$ cat src/rtl/hpbp_pkg.sv
`timescale 1ns / 1ps
// ----------------------------------------------------------------------------
// HPACK header block parser package
// Shared item types, parse state, result kind codes and error codes.
// ----------------------------------------------------------------------------
package hpbp_pkg;

   localparam int INT_BITS = 32;

   localparam logic [2:0] KIND_INDEXED    = 3'd0;
   localparam logic [2:0] KIND_LIT_INCR   = 3'd1;
   localparam logic [2:0] KIND_LIT_PLAIN  = 3'd2;
   localparam logic [2:0] KIND_SIZE_UPD   = 3'd3;
   localparam logic [2:0] KIND_NAME_HDR   = 3'd4;
   localparam logic [2:0] KIND_VALUE_HDR  = 3'd5;
   localparam logic [2:0] KIND_STR_BYTE   = 3'd6;
   localparam logic [2:0] KIND_ERROR      = 3'd7;

   localparam logic [31:0] ERR_OVERFLOW  = 32'd1;
   localparam logic [31:0] ERR_TRUNCATED = 32'd2;

   typedef enum logic [3:0] {
      PH_START   = 4'd0,
      PH_IDX     = 4'd1,
      PH_INCR    = 4'd2,
      PH_PLAIN   = 4'd3,
      PH_SIZE    = 4'd4,
      PH_LEN     = 4'd5,
      PH_LEN_RAW = 4'd6,
      PH_LEN_HUF = 4'd7,
      PH_DATA    = 4'd8,
      PH_SKIP    = 4'd9
   } phase_type;

   typedef struct packed {
      logic [7:0] data_byte;
      logic       block_end;
   } req_type;

   typedef struct packed {
      logic [2:0]  kind;
      logic [31:0] number;
      logic [7:0]  string_byte;
      logic        huffman;
      logic        last_byte;
   } rsp_type;

   typedef struct packed {
      phase_type             phase;
      logic [INT_BITS-1:0]   acc;
      logic [5:0]            shift;
      logic [31:0]           bytes_remaining;
      logic                  string_is_value;
   } state_type;

   localparam state_type STATE_RESET = '{
      phase:           PH_START,
      acc:             '0,
      shift:           '0,
      bytes_remaining: '0,
      string_is_value: 1'b0
   };

endpackage

$ cat src/rtl/hpack_header_block_parser_top.sv
`timescale 1ns / 1ps
// ----------------------------------------------------------------------------
// HPACK header block parser
// Splits header block bytes into representation, string header, string byte
// and error items, one byte per cycle while the output register is free.
// ----------------------------------------------------------------------------
// Each byte is held in in_ff; its result item is registered in rsp_ff.
// The step logic is combinational; st_ff updates as each byte advances.
// Bytes that cause no result pass through without using the output register.
// Reset clears the parse state and both valid flags; no clearing pass.
// ----------------------------------------------------------------------------
module hpack_header_block_parser_top (
   input  logic              clock,
   input  logic              reset,
   input  logic              req_valid,
   output logic              req_stall,
   input  hpbp_pkg::req_type req_item,
   output logic              rsp_valid,
   input  logic              rsp_stall,
   output hpbp_pkg::rsp_type rsp_item
);
   import hpbp_pkg::*;

   req_type   in_ff;
   logic      in_valid_ff;
   state_type st_ff;
   state_type st_in;
   rsp_type   rsp_ff;
   rsp_type   rsp_in;
   logic      rsp_valid_ff;
   logic      ev_valid;
   logic      out_free;
   logic      advance;

   hpbp_step u_step (
      .st       (st_ff),
      .item     (in_ff),
      .st_in    (st_in),
      .ev_valid (ev_valid),
      .ev       (rsp_in)
   );

   assign out_free  = !rsp_valid_ff || !rsp_stall;
   assign advance   = in_valid_ff && out_free;
   assign req_stall = in_valid_ff && !out_free;
   assign rsp_valid = rsp_valid_ff;
   assign rsp_item  = rsp_ff;

   always_ff @(posedge clock) begin
      if (reset) begin
         in_valid_ff  <= 1'b0;
         rsp_valid_ff <= 1'b0;
         st_ff        <= STATE_RESET;
      end else begin
         if (!req_stall) begin
            in_valid_ff <= req_valid;
         end
         if (advance) begin
            st_ff <= st_in;
         end
         if (out_free) begin
            rsp_valid_ff <= advance && ev_valid;
         end
      end
   end

   always_ff @(posedge clock) begin
      if (req_valid && !req_stall) begin
         in_ff <= req_item;
      end
      if (advance && ev_valid) begin
         rsp_ff <= rsp_in;
      end
   end

endmodule

$ cat src/rtl/hpbp_step.sv
`timescale 1ns / 1ps
// ----------------------------------------------------------------------------
// HPACK header block parser step logic
// Computes the next parse state and the optional result item for one byte.
// ----------------------------------------------------------------------------
module hpbp_step (
   input  hpbp_pkg::state_type st,
   input  hpbp_pkg::req_type   item,
   output hpbp_pkg::state_type st_in,
   output logic                ev_valid,
   output hpbp_pkg::rsp_type   ev
);
   import hpbp_pkg::*;

   localparam logic [INT_BITS-1:0] LIM = {INT_BITS{1'b1}};

   logic [7:0]          b;
   logic [INT_BITS-1:0] g_ext;
   logic [INT_BITS-1:0] room;
   logic [INT_BITS-1:0] shifted;
   logic [INT_BITS:0]   sum;
   logic                int_ovf;
   logic [INT_BITS-1:0] int_val;
   logic [5:0]          shift_next;
   logic [31:0]         br_dec;

   logic                overflow;
   logic                fin_rep;
   logic [2:0]          rep_kind;
   logic [INT_BITS-1:0] rep_val;
   logic                fin_len;
   logic [INT_BITS-1:0] len_val;
   logic                len_huf;
   logic                do_after;

   assign b          = item.data_byte;
   assign g_ext      = INT_BITS'(b[6:0]);
   assign room       = LIM >> st.shift;
   assign shifted    = g_ext << st.shift;
   assign sum        = {1'b0, st.acc} + {1'b0, shifted};
   assign int_ovf    = (g_ext > room) || sum[INT_BITS];
   assign int_val    = sum[INT_BITS-1:0];
   assign shift_next = (st.shift <= 6'd56) ? (st.shift + 6'd7) : 6'd63;
   assign br_dec     = st.bytes_remaining - 32'(st.bytes_remaining != 32'd0);

   always_comb begin
      st_in    = st;
      ev_valid = 1'b0;
      ev       = '0;
      overflow = 1'b0;
      fin_rep  = 1'b0;
      rep_kind = KIND_INDEXED;
      rep_val  = '0;
      fin_len  = 1'b0;
      len_val  = '0;
      len_huf  = 1'b0;
      do_after = 1'b0;

      unique case (st.phase)
         PH_IDX, PH_INCR, PH_PLAIN, PH_SIZE: begin
            if (int_ovf) begin
               overflow = 1'b1;
            end else begin
               st_in.acc = int_val;
               if (!b[7]) begin
                  fin_rep = 1'b1;
                  rep_val = int_val;
                  unique case (st.phase)
                     PH_IDX:   rep_kind = KIND_INDEXED;
                     PH_INCR:  rep_kind = KIND_LIT_INCR;
                     PH_PLAIN: rep_kind = KIND_LIT_PLAIN;
                     default:  rep_kind = KIND_SIZE_UPD;
                  endcase
               end else begin
                  st_in.shift = shift_next;
               end
            end
         end
         PH_LEN: begin
            if (b[6:0] != 7'h7f) begin
               fin_len = 1'b1;
               len_val = INT_BITS'(b[6:0]);
               len_huf = b[7];
            end else begin
               st_in.acc   = INT_BITS'(7'h7f);
               st_in.shift = '0;
               st_in.phase = b[7] ? PH_LEN_HUF : PH_LEN_RAW;
            end
         end
         PH_LEN_RAW, PH_LEN_HUF: begin
            if (int_ovf) begin
               overflow = 1'b1;
            end else begin
               st_in.acc = int_val;
               if (!b[7]) begin
                  fin_len = 1'b1;
                  len_val = int_val;
                  len_huf = (st.phase == PH_LEN_HUF);
               end else begin
                  st_in.shift = shift_next;
               end
            end
         end
         PH_DATA: begin
            ev_valid              = 1'b1;
            ev.kind               = KIND_STR_BYTE;
            ev.string_byte        = b;
            st_in.bytes_remaining = br_dec;
            if (br_dec == 32'd0) begin
               ev.last_byte = 1'b1;
               do_after     = 1'b1;
            end
         end
         PH_SKIP: begin
         end
         default: begin
            st_in.shift = '0;
            if (b[7]) begin
               if (b[6:0] != 7'h7f) begin
                  fin_rep  = 1'b1;
                  rep_kind = KIND_INDEXED;
                  rep_val  = INT_BITS'(b[6:0]);
               end else begin
                  st_in.acc   = INT_BITS'(b[6:0]);
                  st_in.phase = PH_IDX;
               end
            end else if (b[6]) begin
               if (b[5:0] != 6'h3f) begin
                  fin_rep  = 1'b1;
                  rep_kind = KIND_LIT_INCR;
                  rep_val  = INT_BITS'(b[5:0]);
               end else begin
                  st_in.acc   = INT_BITS'(b[5:0]);
                  st_in.phase = PH_INCR;
               end
            end else if (b[5]) begin
               if (b[4:0] != 5'h1f) begin
                  fin_rep  = 1'b1;
                  rep_kind = KIND_SIZE_UPD;
                  rep_val  = INT_BITS'(b[4:0]);
               end else begin
                  st_in.acc   = INT_BITS'(b[4:0]);
                  st_in.phase = PH_SIZE;
               end
            end else begin
               if (b[3:0] != 4'hf) begin
                  fin_rep  = 1'b1;
                  rep_kind = KIND_LIT_PLAIN;
                  rep_val  = INT_BITS'(b[3:0]);
               end else begin
                  st_in.acc   = INT_BITS'(b[3:0]);
                  st_in.phase = PH_PLAIN;
               end
            end
         end
      endcase

      if (fin_rep) begin
         ev_valid  = 1'b1;
         ev        = '0;
         ev.kind   = rep_kind;
         ev.number = 32'(rep_val);
         if (rep_kind == KIND_LIT_INCR || rep_kind == KIND_LIT_PLAIN) begin
            st_in.string_is_value = (rep_val != '0);
            st_in.phase           = PH_LEN;
         end else begin
            st_in.phase = PH_START;
         end
      end

      if (fin_len) begin
         ev_valid              = 1'b1;
         ev                    = '0;
         ev.kind               = st.string_is_value ? KIND_VALUE_HDR : KIND_NAME_HDR;
         ev.number             = 32'(len_val);
         ev.huffman            = len_huf;
         st_in.bytes_remaining = 32'(len_val);
         if (32'(len_val) == 32'd0) begin
            do_after = 1'b1;
         end else begin
            st_in.phase = PH_DATA;
         end
      end

      if (do_after) begin
         if (!st_in.string_is_value) begin
            st_in.string_is_value = 1'b1;
            st_in.phase           = PH_LEN;
         end else begin
            st_in.phase = PH_START;
         end
      end

      if (overflow) begin
         ev_valid    = 1'b1;
         ev          = '0;
         ev.kind     = KIND_ERROR;
         ev.number   = ERR_OVERFLOW;
         st_in.phase = PH_SKIP;
      end

      if (item.block_end) begin
         if (st_in.phase != PH_START && st_in.phase != PH_SKIP && !overflow) begin
            ev_valid  = 1'b1;
            ev        = '0;
            ev.kind   = KIND_ERROR;
            ev.number = ERR_TRUNCATED;
         end
         st_in = STATE_RESET;
      end
   end

endmodule

$ cat config.mk
export PLATFORM = sky130hd
export DESIGN_NAME = hpack_header_block_parser_top
export DESIGN_NICKNAME = d
export VERILOG_FILES = /design/src/rtl/hpbp_pkg.sv /design/src/rtl/hpack_header_block_parser_top.sv /design/src/rtl/hpbp_step.sv
export SDC_FILE = /design/constraint.sdc
export NUM_CORES = 1
export LEC_CHECK = 0
export BUFFER_PORTS_ARGS = -buffer_cell sky130_fd_sc_hd__buf_2
export CORE_ASPECT_RATIO = 0.7
export CORE_UTILIZATION = 50
export DETAILED_ROUTE_END_ITERATION = 10
export PLACE_DENSITY = 0.69
export RECOVER_POWER = 25
export SYNTH_ARGS = -nofsm -noshare
export SYNTH_HDL_FRONTEND = slang
export SYNTH_HIERARCHICAL = 1
export SYNTH_SLANG_ARGS = --single-unit
export TNS_END_PERCENT = 1
$ cat constraint.sdc
create_clock -name clock -period 7.4 [get_ports clock]
set_input_delay 1.11 -clock clock [delete_from_list [all_inputs] [get_ports clock]]
set_output_delay 1.11 -clock clock [all_outputs]
set_load 0.05 [all_outputs]
==> impl_metrics.yaml <==
synth:
  avgSynthCellArea_um2: 7.79
  synth_top_cell_by_area: "edfxtp_1"
  synthFlopType: "dfxtp_1"
  synth_edf_count: 54
  ys_seq_area_share_pct: 25.7
  yosys-top-cells-area: "edfxtp_1 13%, dfxtp_1 13%, nand2b_1 8.9%, mux2i_1 7.0%, a21oi_1 5.1%"
  synthArstFlopShare_pct: 0
  synth_top_area_share_pct: 13.2
  synth_warnings: 6
  syn_nets: 1642
  ys_ff_latch: 131
  yosysUniqueCellTypes: 96
  synth_cells: 1583
  netlist_area_um2: 12300
placed_design:
  dpl.hpwl_um: 30900
  post_dp_cell_area_um2: 12700
  io_buffers: 59
  routabilityCongestion: 0.971
  dp.cells: 1874
timing:
  timing.setup.tns_ns: 0
  max_freq_mhz: 152
  layout_min_cycle_time_ns: 6.59
  finClkSkew_ns: 0.00863
  tightest_slew_ns: 4.87
  drv_slew: 153
  finalHoldWorstSlack_ns: 0.500
  finalSetupViolCount: 0
  rsz0062_at_grt: "false"
  post-route-period-util_pct: 89.0
  relSlewSlack_pct: -224
  finalHoldViolCount: 0
cts:
  cts.clk_slew.worst_paths_ns: 0.06
  htree_levels: 4
  cts_setup_buffers: 0
  clk_latency_ns: 0.44
  cts_root_buffer: "clkbuf_16"
  cts.sinks: 131
  cts_made_buffers: 17
  cts_buffer_depth: 2
  cts_tree: "built"
  cts_resized: 0
  ctsHoldBuffers: 0
grt:
  grt_max_degree: 153
  grt_pass1_wl_um: 65000
  antenna_found_initial: 0
  grt_usage_pct: 33.4
  grt_pass1_vias: 11100
  grt_overflow_total: 0
routing:
  vias: 12400
  wl_um: 42300
  drc_errors: 0
  routed.top_layer: "met4"
  drtIter0Drc: 1627
  dr_wl_met2_um: 17100
  via_per_inst: 6.51
  wl_per_cell_um: 22.2
  drtPass1Iterations: 6
  wl_met1_um: 19600
  dr_wl_met3_um: 4590
  antenna_left: 0
worst_hold_path:
  hp-class: "flop to flop"
  hold_start: "st_ff[0]"
floorplan:
  num_rows: 47
  die-area_um2: 25300
  die_h_um: 133
  initial_utilization_pct: 51.5
  io_pins: 60
  die_w_um: 190
  coreArea_um2: 23900
setup_path:
  rr_endpoint: "rsp_item[5]"
  crit_path_end: "rsp_item[5]"
  reg2reg_depth: 20
  crit_top_cell: "nand2_1"
  crit_chain: "mux2_2 > nand2_1 > o31ai_1 > o21ai_0 > nor2_1 > ha_1 > nand4_1 > nor3_1 > nand3_1 > a21oi_1 > nor3_1 > nor4_2 > nor4_1 > and4_1 > a311oi_2 > o31ai_4 > nand2_1 > nand2_1 > a21oi_4 > buf_4"
  worstSetupPathType: "flop to flop"
  crit_path_end_kind: "flop"
  slowest_stage: "nor4_2"
  crit_arrival_ns: 6.69
  reg2reg_slack_ns: 0.81
  start_kind: "flop"
  worstPathMaxFanout: 22
  crit_path_max_incr_delay_ns: 0.80
  r2r-start: "st_ff[34]"
  required_ns: 7.51
  worstSetupStartpoint: "st_ff[34]"
final_layout:
  syn_to_final_growth_pct: 7.66
  final_cells: 1906
  diodes: 0
  drive_gt1_share_pct: 7.05
  n_fill_cell: 2242
  fin_nets: 1634
  final_core_util_pct: 55.4
  finalInstanceArea_um2: 13300
pwr:
  p_leak_nw: 4.99
  ir_worst_vdd_v: 0.000167
  cellPowerDensity_nw_per_um2: 144
job:
  cap_violations: 1
outcome:
  status: "finished with violations"
  violations: "max-capacitance violations, max-slew violations"
==> cell usage in the layout, fill, tap and decap left out, drive strengths merged, types with 22 or more instances in the layout <==
cell	count
xor2	22
or3	24
nor4	25
dfxtp	77
xnor2	32
nand3	30
o21ai	69
a22oi	44
buf	36
nor2	157
clkbuf	65
a211oi	27
mux2i	86
a21oi	128
nor3	70
inv	35
nand2b	176
edfxtp	54
nand2	110
and3	37
ha	45
==> area by class of cell <==
class                   instances  area, µm²  share of cell area [%]
flip-flops and latches        131       3160                    23.8
clock buffers                  18        429                    3.23
multi-input cells            1311       8600                    64.8
inverters                      31        116                   0.877
repair buffers                 83        414                    3.12
well taps                     318        398                    3.00
clock inverters                14        155                    1.17
==> critical path, delay by kind of cell (launching register included) <==
kind	cells	cell delay [ns]
flops	1	0.68
buf+inv	1	0.31
mux	1	0.42
fa+ha+maj	1	0.60
compound gates	6	1.64
simple gates	11	2.56
==> state kept, by name (all words and copies together) (netlist names) <==
name	flops
rsp_item	45
in_valid_ff	1
st_ff	75
rsp_valid	1
in_ff	9
==> power breakdown <==
part	total, mW	switching (mW)	internal (mW)
clock network	0.858	0.358	0.500
registers	0.792	0.0194	0.772
logic	0.266	0.187	0.0792
total	1.92	0.565	1.35
==> how the worst min path moves through the flow <==
stage	end	slack [ns]	depth (start not counted)
after floorplan	st_ff[10]	0.45	2
after CTS	st_ff[0]	0.50	2
after global routing	st_ff[51]	0.52	2
after global placement	st_ff[0]	0.48	2
final	st_ff[0]	0.50	2
after detailed placement	st_ff[0]	0.49	2
==> metal layers <==
metal,track usage [%],vias to the layer above
li1,-,5789
met1,49.3,5855
met2,46.5,676
met3,9.35,89
met4,9.95,0
met5,0,-
==> cells by family after synthesis <==
| kind of cell | Yosys count | share of synthesized area [%] |
|---|---|---|
| flops | 131 | 25.7 |
| compound gates | 398 | 21.4 |
| simple gates | 723 | 32.1 |
| mux | 89 | 7.26 |
| buf+inv | 141 | 4.94 |
| fa+ha+maj | 47 | 4.81 |
| xor+xnor | 54 | 3.84 |
==> through the flow <==
| step | setup WS [ns] | power, mW |
|---|---|---|
| after floorplan | 0.303 | 0.998 |
| after global placement | 1.10 | 1.06 |
| after detailed placement | 1.03 | 1.07 |
| after CTS | 0.988 | 1.92 |
| after global routing | 0.401 | 1.98 |
| final | 0.814 | 1.92 |
==> cells in the mapped netlist, types with 44 or more instances <==
library cell,number
nor3_1,70
nor2_1,156
ha_1,45
nand2_1,110
nand2b_1,176
dfxtp_1,77
mux2i_1,86
clkbuf_1,79
o21ai_0,60
a21oi_1,126
edfxtp_1,54
a22oi_1,44
No activity file was read; power rests on OpenSTA's default activity.
